## src/design/dts_pkg.sv

```systemverilog
// Shared types and constants for the disk transfer segmenter.
package dts_pkg;

	// Result status codes; the job kind in the queue uses the same codes.
	localparam logic [1:0] ST_SEG     = 2'd0;
	localparam logic [1:0] ST_BAD     = 2'd1;
	localparam logic [1:0] ST_UNKNOWN = 2'd2;
	localparam logic [1:0] ST_RECORD  = 2'd3;

	// Configuration register indexes.
	localparam int CFG_IDX_W  = 2;
	localparam int CFG_DATA_W = 4;
	localparam logic [CFG_IDX_W-1:0] REG_PRESENT = 2'd0;
	localparam logic [CFG_IDX_W-1:0] REG_LARGE   = 2'd1;
	localparam logic [CFG_IDX_W-1:0] REG_EXT     = 2'd2;

	// Drive geometry.
	localparam logic [13:0] TRACK_BYTES  = 14'd10240;
	localparam logic [15:0] SMALL_BLOCKS = 16'd10240;
	localparam logic [15:0] LARGE_BLOCKS = 16'd20480;

	// Controller function codes.
	localparam logic [5:0] CMD_READ  = 6'o14;
	localparam logic [5:0] CMD_WRITE = 6'o12;

	// Reciprocal of five scaled by 2^18, used for block / 20.
	localparam logic [15:0] DIV5_RECIP = 16'd52429;

	// At most this many segments per request.
	localparam int MAX_SEGMENTS = 8;
	localparam int SEG_CNT_W    = 3;

	// Depth of the queue between front and back.
	localparam int QUEUE_DEPTH = 2;

	// One classified item on its way to the back end.
	typedef struct packed {
		logic [1:0]  kind;
		logic [1:0]  drive;
		logic        is_read;
		logic [9:0]  track;
		logic [5:0]  sector;
		logic [17:0] addr;
		logic [15:0] left;
	} dts_job_t;

endpackage

```

## src/design/dts_in_if.sv

```systemverilog
// Request channel: transfer requests and header position reports.
interface dts_in_if;
	logic        valid;
	logic        ready;
	logic        action;
	logic [1:0]  drive;
	logic        is_read;
	logic [15:0] block_number;
	logic [15:0] byte_count;
	logic [15:0] memory_address;
	logic [15:0] header_word;

	modport source (
		output valid, action, drive, is_read, block_number, byte_count,
			memory_address, header_word,
		input  ready
	);
	modport sink (
		input  valid, action, drive, is_read, block_number, byte_count,
			memory_address, header_word,
		output ready
	);
endinterface

```

## src/design/dts_out_if.sv

```systemverilog
// Result channel: controller register words for one segment or a status.
interface dts_out_if;
	logic        valid;
	logic        ready;
	logic [1:0]  status;
	logic [15:0] seek_word;
	logic [15:0] disk_address_word;
	logic [17:0] bus_address;
	logic [15:0] word_count_word;
	logic [15:0] command_word;
	logic        last;

	modport source (
		output valid, status, seek_word, disk_address_word, bus_address,
			word_count_word, command_word, last,
		input  ready
	);
	modport sink (
		input  valid, status, seek_word, disk_address_word, bus_address,
			word_count_word, command_word, last,
		output ready
	);
endinterface

```

## src/design/dts_cfg_if.sv

```systemverilog
// Configuration write channel.
interface dts_cfg_if;
	logic                           valid;
	logic                           ready;
	logic [dts_pkg::CFG_IDX_W-1:0]  index;
	logic [dts_pkg::CFG_DATA_W-1:0] data;

	modport source (output valid, index, data, input ready);
	modport sink (input valid, index, data, output ready);
endinterface

```

## src/design/dts_front.sv

```systemverilog
// Front end: configuration registers, known-position flags and item classification.
module dts_front #(
	parameter int DRIVES = 4
) (
	input  logic              clk,
	input  logic              arst_n,
	dts_in_if.sink            req,
	dts_cfg_if.sink           cfg,
	output logic              job_valid,
	input  logic              job_ready,
	output dts_pkg::dts_job_t job
);

	logic [3:0]        present_q;
	logic [3:0]        large_q;
	logic [1:0]        ext_q;
	logic [DRIVES-1:0] known_q;

	logic        accept;
	logic        drive_ok;
	logic        known;
	logic [15:0] nblocks;
	logic [29:0] quot_prod;
	logic [11:0] quot;
	logic [15:0] rem_full;

	// Configuration writes are always taken.
	assign cfg.ready = 1'b1;

	always_ff @(posedge clk or negedge arst_n) begin
		if (!arst_n) begin
			present_q <= '0;
			large_q   <= '0;
			ext_q     <= '0;
		end else if (cfg.valid) begin
			case (cfg.index)
				dts_pkg::REG_PRESENT: present_q <= cfg.data;
				dts_pkg::REG_LARGE:   large_q   <= cfg.data;
				dts_pkg::REG_EXT:     ext_q     <= cfg.data[1:0];
				default: ;
			endcase
		end
	end

	// Items pass straight into the queue when it has room.
	assign req.ready = job_ready;
	assign job_valid = req.valid;
	assign accept    = req.valid && job_ready;

	// Known flag of the addressed drive.
	always_comb begin
		known = 1'b0;
		for (int d = 0; d < DRIVES; d++) begin
			if (req.drive == 2'(d)) begin
				known = known_q[d];
			end
		end
	end

	// A header report marks its drive's position as known.
	always_ff @(posedge clk or negedge arst_n) begin
		if (!arst_n) begin
			known_q <= '0;
		end else if (accept && req.action) begin
			for (int d = 0; d < DRIVES; d++) begin
				if (req.drive == 2'(d)) begin
					known_q[d] <= 1'b1;
				end
			end
		end
	end

	// Block / 20 as (block / 4) / 5 through a reciprocal multiply.
	assign quot_prod = 30'(req.block_number[15:2]) * 30'(dts_pkg::DIV5_RECIP);
	assign quot      = quot_prod[29:18];
	assign rem_full  = req.block_number - ({4'b0, quot} << 4) - ({4'b0, quot} << 2);

	assign drive_ok = (32'(req.drive) < DRIVES) && present_q[req.drive];
	assign nblocks  = large_q[req.drive] ? dts_pkg::LARGE_BLOCKS : dts_pkg::SMALL_BLOCKS;

	// Classify the item and prepare the fields that the back end walks through.
	always_comb begin
		job.drive   = req.drive;
		job.is_read = req.is_read;
		job.sector  = {rem_full[4:0], 1'b0};
		job.addr    = {ext_q, req.memory_address};
		job.left    = req.byte_count;
		job.track   = quot[9:0];
		if (req.action) begin
			job.kind  = dts_pkg::ST_RECORD;
			job.track = req.header_word[15:6];
		end else if (!drive_ok) begin
			job.kind = dts_pkg::ST_BAD;
		end else if (!known) begin
			job.kind = dts_pkg::ST_UNKNOWN;
		end else if (req.block_number >= nblocks) begin
			job.kind = dts_pkg::ST_BAD;
		end else begin
			job.kind = dts_pkg::ST_SEG;
		end
	end

endmodule

```

## src/design/dts_queue.sv

```systemverilog
// Short queue of classified items between the front and back ends.
module dts_queue (
	input  logic              clk,
	input  logic              arst_n,
	input  logic              push_valid,
	output logic              push_ready,
	input  dts_pkg::dts_job_t push_data,
	output logic              pop_valid,
	input  logic              pop_ready,
	output dts_pkg::dts_job_t pop_data
);

	localparam int PTR_W = $clog2(dts_pkg::QUEUE_DEPTH);
	localparam int CNT_W = $clog2(dts_pkg::QUEUE_DEPTH + 1);

	dts_pkg::dts_job_t entries_q [dts_pkg::QUEUE_DEPTH];
	logic [PTR_W-1:0]  wr_ptr_q;
	logic [PTR_W-1:0]  rd_ptr_q;
	logic [CNT_W-1:0]  count_q;
	logic              push;
	logic              pop;

	assign push_ready = count_q != CNT_W'(dts_pkg::QUEUE_DEPTH);
	assign pop_valid  = count_q != '0;
	assign pop_data   = entries_q[rd_ptr_q];
	assign push       = push_valid && push_ready;
	assign pop        = pop_valid && pop_ready;

	// Pointers and fill count.
	always_ff @(posedge clk or negedge arst_n) begin
		if (!arst_n) begin
			wr_ptr_q <= '0;
			rd_ptr_q <= '0;
			count_q  <= '0;
		end else begin
			if (push) begin
				wr_ptr_q <= (wr_ptr_q == PTR_W'(dts_pkg::QUEUE_DEPTH - 1)) ?
					'0 : wr_ptr_q + 1'b1;
			end
			if (pop) begin
				rd_ptr_q <= (rd_ptr_q == PTR_W'(dts_pkg::QUEUE_DEPTH - 1)) ?
					'0 : rd_ptr_q + 1'b1;
			end
			if (push && !pop) begin
				count_q <= count_q + 1'b1;
			end else if (pop && !push) begin
				count_q <= count_q - 1'b1;
			end
		end
	end

	// Entry storage.
	always_ff @(posedge clk) begin
		if (push) begin
			entries_q[wr_ptr_q] <= push_data;
		end
	end

	a_count_bound: assert property (@(posedge clk) disable iff (!arst_n)
		count_q <= CNT_W'(dts_pkg::QUEUE_DEPTH))
		else $error("queue fill count beyond depth");

	a_count_grows: assert property (@(posedge clk) disable iff (!arst_n)
		push && !pop |=> count_q == $past(count_q) + 1'b1)
		else $error("queue fill count did not grow on a push");

endmodule

```

## src/design/dts_back.sv

```systemverilog
// Back end: walks one job through its track segments and drives the result register.
module dts_back #(
	parameter int DRIVES = 4
) (
	input  logic              clk,
	input  logic              arst_n,
	input  logic              job_valid,
	output logic              job_ready,
	input  dts_pkg::dts_job_t job,
	dts_out_if.source         rsp
);

	logic [9:0] head_track_q [DRIVES];

	logic                           busy_q;
	logic [dts_pkg::SEG_CNT_W-1:0]  k_q;
	logic [1:0]                     kind_q;
	logic [1:0]                     drive_q;
	logic                           is_read_q;
	logic [9:0]                     track_q;
	logic [5:0]                     sector_q;
	logic [17:0]                    addr_q;
	logic [15:0]                    left_q;

	logic        rsp_valid_q;
	logic [1:0]  rsp_status_q;
	logic [15:0] rsp_seek_q;
	logic [15:0] rsp_da_q;
	logic [17:0] rsp_ba_q;
	logic [15:0] rsp_wc_q;
	logic [15:0] rsp_cmd_q;
	logic        rsp_last_q;

	logic        pop;
	logic        produce;
	logic        is_seg;
	logic [9:0]  cur_track;
	logic [8:0]  cur_cyl;
	logic [8:0]  dst_cyl;
	logic        outward;
	logic [8:0]  seek_mag;
	logic [15:0] seek;
	logic [13:0] part_full;
	logic [15:0] part;
	logic [15:0] left_next;
	logic [15:0] word_count;
	logic [5:0]  opcode;
	logic [15:0] command;
	logic        seg_fin;

	assign job_ready = !busy_q;
	assign pop       = job_valid && !busy_q;
	assign produce   = busy_q && (!rsp_valid_q || rsp.ready);
	assign is_seg    = kind_q == dts_pkg::ST_SEG;

	// Head track of the job's drive.
	always_comb begin
		cur_track = '0;
		for (int d = 0; d < DRIVES; d++) begin
			if (drive_q == 2'(d)) begin
				cur_track = head_track_q[d];
			end
		end
	end

	// Relative seek between cylinders, with direction and head select.
	assign cur_cyl  = cur_track[9:1];
	assign dst_cyl  = track_q[9:1];
	assign outward  = cur_cyl < dst_cyl;
	assign seek_mag = outward ? dst_cyl - cur_cyl : cur_cyl - dst_cyl;
	assign seek     = {seek_mag, 7'b0} | (outward ? 16'd5 : 16'd1) |
		{11'b0, track_q[0], 4'b0};

	// Segment length is the rest of the track or what is left, whichever is less.
	assign part_full  = dts_pkg::TRACK_BYTES - {sector_q, 8'b0};
	assign part       = (left_q < {2'b0, part_full}) ? left_q : {2'b0, part_full};
	assign left_next  = left_q - part;
	assign word_count = 16'd0 - {1'b0, part[15:1]};
	assign seg_fin    = (left_next == '0) ||
		(k_q == dts_pkg::SEG_CNT_W'(dts_pkg::MAX_SEGMENTS - 1));

	assign opcode  = is_read_q ? dts_pkg::CMD_READ : dts_pkg::CMD_WRITE;
	assign command = {6'b0, drive_q, 8'b0} | {10'b0, addr_q[17:16], 4'b0} |
		{10'b0, opcode};

	// Job sequencing and result valid.
	always_ff @(posedge clk or negedge arst_n) begin
		if (!arst_n) begin
			busy_q      <= 1'b0;
			k_q         <= '0;
			rsp_valid_q <= 1'b0;
		end else begin
			if (pop) begin
				busy_q <= 1'b1;
				k_q    <= '0;
			end else if (produce) begin
				if (!is_seg || seg_fin) begin
					busy_q <= 1'b0;
				end else begin
					k_q <= k_q + 1'b1;
				end
			end
			if (produce) begin
				rsp_valid_q <= 1'b1;
			end else if (rsp.ready) begin
				rsp_valid_q <= 1'b0;
			end
		end
	end

	// Job fields advance by one track per segment.
	always_ff @(posedge clk) begin
		if (pop) begin
			kind_q    <= job.kind;
			drive_q   <= job.drive;
			is_read_q <= job.is_read;
			track_q   <= job.track;
			sector_q  <= job.sector;
			addr_q    <= job.addr;
			left_q    <= job.left;
		end else if (produce && is_seg && !seg_fin) begin
			track_q  <= track_q + 1'b1;
			sector_q <= '0;
			addr_q   <= addr_q + {2'b0, part};
			left_q   <= left_next;
		end
	end

	// Head position follows every segment and every header report.
	always_ff @(posedge clk) begin
		if (produce && (is_seg || kind_q == dts_pkg::ST_RECORD)) begin
			for (int d = 0; d < DRIVES; d++) begin
				if (drive_q == 2'(d)) begin
					head_track_q[d] <= track_q;
				end
			end
		end
	end

	// Result register.
	always_ff @(posedge clk) begin
		if (produce) begin
			rsp_status_q <= kind_q;
			if (is_seg) begin
				rsp_seek_q <= seek;
				rsp_da_q   <= {track_q, sector_q};
				rsp_ba_q   <= addr_q;
				rsp_wc_q   <= word_count;
				rsp_cmd_q  <= command;
				rsp_last_q <= seg_fin;
			end else begin
				rsp_seek_q <= '0;
				rsp_da_q   <= '0;
				rsp_ba_q   <= '0;
				rsp_wc_q   <= '0;
				rsp_cmd_q  <= '0;
				rsp_last_q <= 1'b1;
			end
		end
	end

	assign rsp.valid             = rsp_valid_q;
	assign rsp.status            = rsp_status_q;
	assign rsp.seek_word         = rsp_seek_q;
	assign rsp.disk_address_word = rsp_da_q;
	assign rsp.bus_address       = rsp_ba_q;
	assign rsp.word_count_word   = rsp_wc_q;
	assign rsp.command_word      = rsp_cmd_q;
	assign rsp.last              = rsp_last_q;

	a_status_last: assert property (@(posedge clk) disable iff (!arst_n)
		rsp_valid_q && rsp_status_q != dts_pkg::ST_SEG |-> rsp_last_q)
		else $error("status result without last");

	a_segment_cap: assert property (@(posedge clk) disable iff (!arst_n)
		produce && is_seg &&
		k_q == dts_pkg::SEG_CNT_W'(dts_pkg::MAX_SEGMENTS - 1) |-> seg_fin)
		else $error("request ran past the segment limit");

	a_segment_moves: assert property (@(posedge clk) disable iff (!arst_n)
		produce && is_seg && !seg_fin |-> part != '0)
		else $error("intermediate segment moved no bytes");

	a_busy_after_pop: assert property (@(posedge clk) disable iff (!arst_n)
		pop |=> busy_q && !job_ready)
		else $error("job taken but back end not busy");

endmodule

```

## src/design/disk_transfer_segmenter_unit.sv

```systemverilog
// Disk transfer segmenter top level. A transfer request for one of up to four
// cartridge drives becomes one result per track segment (at most eight), each
// carrying the seek, disk address, bus address, word count and command words;
// a header report records the drive's track and gives one status result, and
// a bad drive, bad block or unknown position gives one error result. The front
// end takes one item per cycle while its two-entry queue has room. The back end
// takes a job from the queue only while idle and then produces its results one
// after another, holding whenever the result register has not been taken; it
// takes no new job until the last result of the current one has been produced.
module disk_transfer_segmenter_unit #(
	parameter int DRIVES = 4
) (
	input  logic     clk,
	input  logic     arst_n,
	dts_in_if.sink   req,
	dts_out_if.source rsp,
	dts_cfg_if.sink  cfg
);

	dts_pkg::dts_job_t front_job;
	dts_pkg::dts_job_t back_job;
	logic              front_valid;
	logic              front_ready;
	logic              back_valid;
	logic              back_ready;

	// Classification and configuration.
	dts_front #(
		.DRIVES (DRIVES)
	) u_front (
		.clk       (clk),
		.arst_n    (arst_n),
		.req       (req),
		.cfg       (cfg),
		.job_valid (front_valid),
		.job_ready (front_ready),
		.job       (front_job)
	);

	// Decoupling queue.
	dts_queue u_queue (
		.clk        (clk),
		.arst_n     (arst_n),
		.push_valid (front_valid),
		.push_ready (front_ready),
		.push_data  (front_job),
		.pop_valid  (back_valid),
		.pop_ready  (back_ready),
		.pop_data   (back_job)
	);

	// Segment generation.
	dts_back #(
		.DRIVES (DRIVES)
	) u_back (
		.clk       (clk),
		.arst_n    (arst_n),
		.job_valid (back_valid),
		.job_ready (back_ready),
		.job       (back_job),
		.rsp       (rsp)
	);

endmodule

```

## src/flat_wrapper.sv

```systemverilog
// flat-port wrapper written by rule: the top's interface ports become plain ports
module disk_transfer_segmenter_unit_flat 
#(
	parameter int DRIVES = 4
)
  (clk, arst_n, req_valid, req_action, req_drive, req_is_read, req_block_number, req_byte_count, req_memory_address, req_header_word, req_ready, rsp_valid, rsp_status, rsp_seek_word, rsp_disk_address_word, rsp_bus_address, rsp_word_count_word, rsp_command_word, rsp_last, rsp_ready, cfg_valid, cfg_index, cfg_data, cfg_ready);
  dts_in_if req_i ();
  dts_out_if rsp_i ();
  dts_cfg_if cfg_i ();
  input  logic clk;
  input  logic arst_n;
  input wire logic [$bits(req_i.valid)-1:0] req_valid;
  input wire logic [$bits(req_i.action)-1:0] req_action;
  input wire logic [$bits(req_i.drive)-1:0] req_drive;
  input wire logic [$bits(req_i.is_read)-1:0] req_is_read;
  input wire logic [$bits(req_i.block_number)-1:0] req_block_number;
  input wire logic [$bits(req_i.byte_count)-1:0] req_byte_count;
  input wire logic [$bits(req_i.memory_address)-1:0] req_memory_address;
  input wire logic [$bits(req_i.header_word)-1:0] req_header_word;
  output wire logic [$bits(req_i.ready)-1:0] req_ready;
  output wire logic [$bits(rsp_i.valid)-1:0] rsp_valid;
  output wire logic [$bits(rsp_i.status)-1:0] rsp_status;
  output wire logic [$bits(rsp_i.seek_word)-1:0] rsp_seek_word;
  output wire logic [$bits(rsp_i.disk_address_word)-1:0] rsp_disk_address_word;
  output wire logic [$bits(rsp_i.bus_address)-1:0] rsp_bus_address;
  output wire logic [$bits(rsp_i.word_count_word)-1:0] rsp_word_count_word;
  output wire logic [$bits(rsp_i.command_word)-1:0] rsp_command_word;
  output wire logic [$bits(rsp_i.last)-1:0] rsp_last;
  input wire logic [$bits(rsp_i.ready)-1:0] rsp_ready;
  input wire logic [$bits(cfg_i.valid)-1:0] cfg_valid;
  input wire logic [$bits(cfg_i.index)-1:0] cfg_index;
  input wire logic [$bits(cfg_i.data)-1:0] cfg_data;
  output wire logic [$bits(cfg_i.ready)-1:0] cfg_ready;
  assign req_i.valid = req_valid;
  assign req_i.action = req_action;
  assign req_i.drive = req_drive;
  assign req_i.is_read = req_is_read;
  assign req_i.block_number = req_block_number;
  assign req_i.byte_count = req_byte_count;
  assign req_i.memory_address = req_memory_address;
  assign req_i.header_word = req_header_word;
  assign req_ready = req_i.ready;
  assign rsp_valid = rsp_i.valid;
  assign rsp_status = rsp_i.status;
  assign rsp_seek_word = rsp_i.seek_word;
  assign rsp_disk_address_word = rsp_i.disk_address_word;
  assign rsp_bus_address = rsp_i.bus_address;
  assign rsp_word_count_word = rsp_i.word_count_word;
  assign rsp_command_word = rsp_i.command_word;
  assign rsp_last = rsp_i.last;
  assign rsp_i.ready = rsp_ready;
  assign cfg_i.valid = cfg_valid;
  assign cfg_i.index = cfg_index;
  assign cfg_i.data = cfg_data;
  assign cfg_ready = cfg_i.ready;
  disk_transfer_segmenter_unit #(.DRIVES(DRIVES)) u_core (.clk(clk), .arst_n(arst_n), .req(req_i), .rsp(rsp_i), .cfg(cfg_i));
endmodule
```

## config.mk

```make
export PLATFORM = sky130hd
export DESIGN_NAME = disk_transfer_segmenter_unit_flat
export DESIGN_NICKNAME = d
export VERILOG_FILES = /design/src/design/dts_pkg.sv /design/src/design/dts_in_if.sv /design/src/design/dts_out_if.sv /design/src/design/dts_cfg_if.sv /design/src/design/dts_front.sv /design/src/design/dts_queue.sv /design/src/design/dts_back.sv /design/src/design/disk_transfer_segmenter_unit.sv /design/src/flat_wrapper.sv
export SDC_FILE = /design/constraint.sdc
export NUM_CORES = 1
export LEC_CHECK = 0
export BUFFER_PORTS_ARGS = -buffer_cell sky130_fd_sc_hd__buf_2
export CORE_MARGIN = 5
export CORE_UTILIZATION = 35
export DETAILED_ROUTE_END_ITERATION = 10
export SYNTH_ARGS = -nofsm -noshare
export SYNTH_HDL_FRONTEND = slang
export SYNTH_HIERARCHICAL = 1
export SYNTH_SLANG_ARGS = --single-unit
```

## constraint.sdc

```tcl
create_clock -name clk -period 7.35 [get_ports clk]
set_input_delay 1.1025 -clock clk [delete_from_list [all_inputs] [get_ports clk]]
set_output_delay 1.1025 -clock clk [all_outputs]
set_load 0.005 [all_outputs]
```

==> impl_results.md <==
- Outcome: finished clean
- Max Clk Rate: 0.149 GHz
- CP max FO: 5
- Crit path launch type: primary input
- Ys async rst share: 0.0788
- GRT Residual Overflow: 0
- Final ANT Viol Nets: 0
- Top_reg_cell synth: edfxtp_1
- Starting Density: 0.352
- Vias per cell: 4.76
- DRC violations left: 0
- WP data required: 7.64 ns
- Fin crit share: 0.916
- Seq/Total Area, Yosys: 0.480
- Design area: 0.0202 sq mm
- Max-cap violations: 0
- Share of cells above drive strength 1: 0.198
- FF-to-FF End: u_core/u_back/addr_q[1]
- Final Max Slew Viols: 0
- Hold depth: 2
- Global-route usage over all layers: 0.136
- Worst hold start: u_core/u_front/known_q[2]
- Hold-fix buffers, CTS: 0
- Maximum root-to-sink buffer count: 3
- Hold Violations, Final: 0
- Die height: 237 microns
- Site Rows: 83
- Core Footprint: 0.0512 sq mm
- Area growth from synthesis to layout: 12.4%
- Die Area: 0.0561 sq mm
- Setup crit end: u_core/u_queue/entries_q[0][39]
- Setup bufs post-CTS: 0
- Post-synth EDFFs: 269
- CTS Buf Count: 30
- Via count: 10930
- Die W: 237 microns
- Worst Setup SP: req_block_number[14]
- Synthesized instance count: 1475
- Setup CP Type: in -> reg
- Mapped Avg Cell Area: 12.2 sq um
- Slew @ Worst Pin: 0.931 ns
- Initial antenna violation count: 7
- I/O Buffers: 146
- Vias in the first global route: 11312
- Syn. warnings: 6
- Post-detail-place hpwl: 30.0 mm
- CTS root buffer: clkbuf_16
- Setup Total Neg Slack: 0 ns
- Pre-CTS WS: 0.0506 ns
- Clock skew: 0.0165 ns
- Routed wire length: 39.3 mm
- Iteration-0 DRC Markers: 537
- Final worst setup slack: 0.619 ns
- Clock-pin slew on the worst setup and hold paths: 0.06 ns
- H-tree Lvls: 1
- Post-cts resize count: 0
- Mapped Area: 0.0180 sq mm
- RSZ-0062 raised after global routing: no
- First-pass GRT wire length: 62.1 mm
- CTS tree: built
- # setup viols final: 0
- Crit path arrival time: 7.03 ns
- Clk_lat worst skew: 0.57 ns
- Clock sink count: 292
- RD Place Congestion: 0.863
- Internal reg-to-reg setup slack: 0.71 ns
- Crit. End Element: register
- Placed instance area: 0.0192 sq mm
- First-pass DRT Iterations: 6
- WHS: 0.472 ns
- Reg2reg path depth: 21
- Yosys reg bits: 292
- Io pins: 167
- Final net count: 1883
- Reg2Reg Launch Point: u_core/u_back/sector_q[0]
- Worst slew margin: 0.379
- Per-cell routed wire length: 17.1 microns
- Hold/Removal Path Class: reg -> reg
- Synth unique cells: 83
- Largest net degree at the start of global routing: 70
- Final Critical Period: 6.73 ns
[synth_stat cells, drive strengths merged (3+ instances only)]
library cell	number	area [sq um]
nand3	23	115
o21a	7	52.6
o211ai	3	27.5
nor4b	3	41.3
nand2	100	375
buf	66	505
a211o	11	97.6
a21oi	46	230
or3	7	43.8
o21ai	60	300
nor3b	6	45.0
mux2i	7	70.1
nor4	6	43.8
clkbuf	30	113
a2111oi	3	26.3
nand4	7	43.8
and3	12	75.1
nand2b	9	63.8
nor2	75	282
a211oi	9	77.6
or2	8	50.1
dfrtp	23	576
a31oi	11	75.1
edfxtp	269	8080
a21o	22	166
xnor2	34	298
o21bai	8	60.1
and2	45	282
inv	161	604
or4	4	30.0
nor2b	5	31.3
xor2	23	201
a21boi	3	22.5
nor3	10	50.1
nand3b	4	30.0
mux4	12	270
conb	4	15.0
ha	160	2000
fa	55	1100
mux2	71	950
o31a	4	35.0
o31ai	15	113
a2bb2oi	3	26.3
[worst min path at each step]
| stage | to | slack, ns |
|---|---|---|
| after floorplan | u_core/u_back/rsp.status[0] | 0.43 |
| after global placement | u_core/u_front/known_q[2] | 0.45 |
| after detailed placement | u_core/u_front/known_q[2] | 0.45 |
| after CTS | u_core/u_front/known_q[2] | 0.47 |
| after global routing | u_core/u_front/known_q[1] | 0.50 |
| final | u_core/u_front/known_q[2] | 0.47 |
[layer usage]
metal	track usage	up-vias	wire length (microns)
li1	-	5406	-
met2	0.221	196	18200
met1	0.187	5255	18100
met4	0.0383	10	958
met3	0.0264	63	2020
met5	0	-	56
[registers in the layout, summed over array words and instances, names as in the netlist, 3 cells and up]
| name | cells |
|---|---|
| u_core/u_back/addr_q | 18 |
| u_core/u_back/head_track_q | 36 |
| u_core/u_back/k_q | 3 |
| u_core/u_back/left_q | 16 |
| u_core/u_back/rsp.bus_address | 17 |
| u_core/u_back/rsp.command_word | 6 |
| u_core/u_back/rsp.disk_address_word | 16 |
| u_core/u_back/rsp.seek_word | 10 |
| u_core/u_back/rsp.word_count_word | 16 |
| u_core/u_back/sector_q | 6 |
| u_core/u_back/track_q | 10 |
| u_core/u_front/known_q | 4 |
| u_core/u_front/large_q | 4 |
| u_core/u_front/present_q | 4 |
| u_core/u_queue/entries_q | 110 |
[cell type report]
cell class / count / area, sq um
antenna: 2 / 5.00
clock buffer: 43 / 841
clock inverter: 13 / 206
fill: 4874 / 31000
inverter: 163 / 612
multi-input combinational: 938 / 8200
sequential: 292 / 8650
tap: 680 / 851
timing repair buffer: 164 / 878
[placed cells by master (no fill, tap or decap), drive strengths merged, types with 23 or more instances in the layout]
cell / count
nand3: 23
edfxtp: 269
and2: 45
ha: 160
clkbuf: 43
xnor2: 34
buf: 164
dfrtp: 23
mux2: 71
a21oi: 46
fa: 55
nor2: 75
xor2: 23
nand2: 100
inv: 165
o21ai: 60
[cell families after synthesis]
| family | synth area share |
|---|---|
| buffers and inverters | 0.0683 |
| flip-flops | 0.480 |
| AND/OR/NAND/NOR | 0.0935 |
| adder cells (fa/ha/maj) | 0.172 |
| other | 0.000833 |
| AO/OA/AOI/OAI | 0.0842 |
| XOR/XNOR | 0.0290 |
| multiplexers | 0.0716 |
[metrics by stage]
stage | util | cells
3_3_place_gp | 0.375 | 2237
2_1_floorplan | - | 1489
5_1_grt | 0.395 | 2293
3_5_place_dp | 0.375 | 2237
6_report | 0.395 | 2295
4_1_cts | 0.395 | 2293
[worst max-delay path, stage by stage]
cell and delay, ns:
buf_2 0.13, inv_1 0.05, ha_1 0.32, fa_1 0.65, fa_1 0.48, fa_1 0.55
inv_1 0.06, fa_1 0.52, inv_1 0.05, fa_1 0.49, inv_1 0.04, ha_1 0.29
and4_1 0.18, a21oi_1 0.28, and2_1 0.24, a21oi_1 0.08, nor3b_1 0.30, nor2_1 0.11
ha_1 0.29, ha_1 0.21, xnor2_1 0.19, xnor2_1 0.16, xnor3_1 0.25
Power is not shown: default switching activity piles up to over one toggle a cycle in this logic, so the estimate is an artifact.
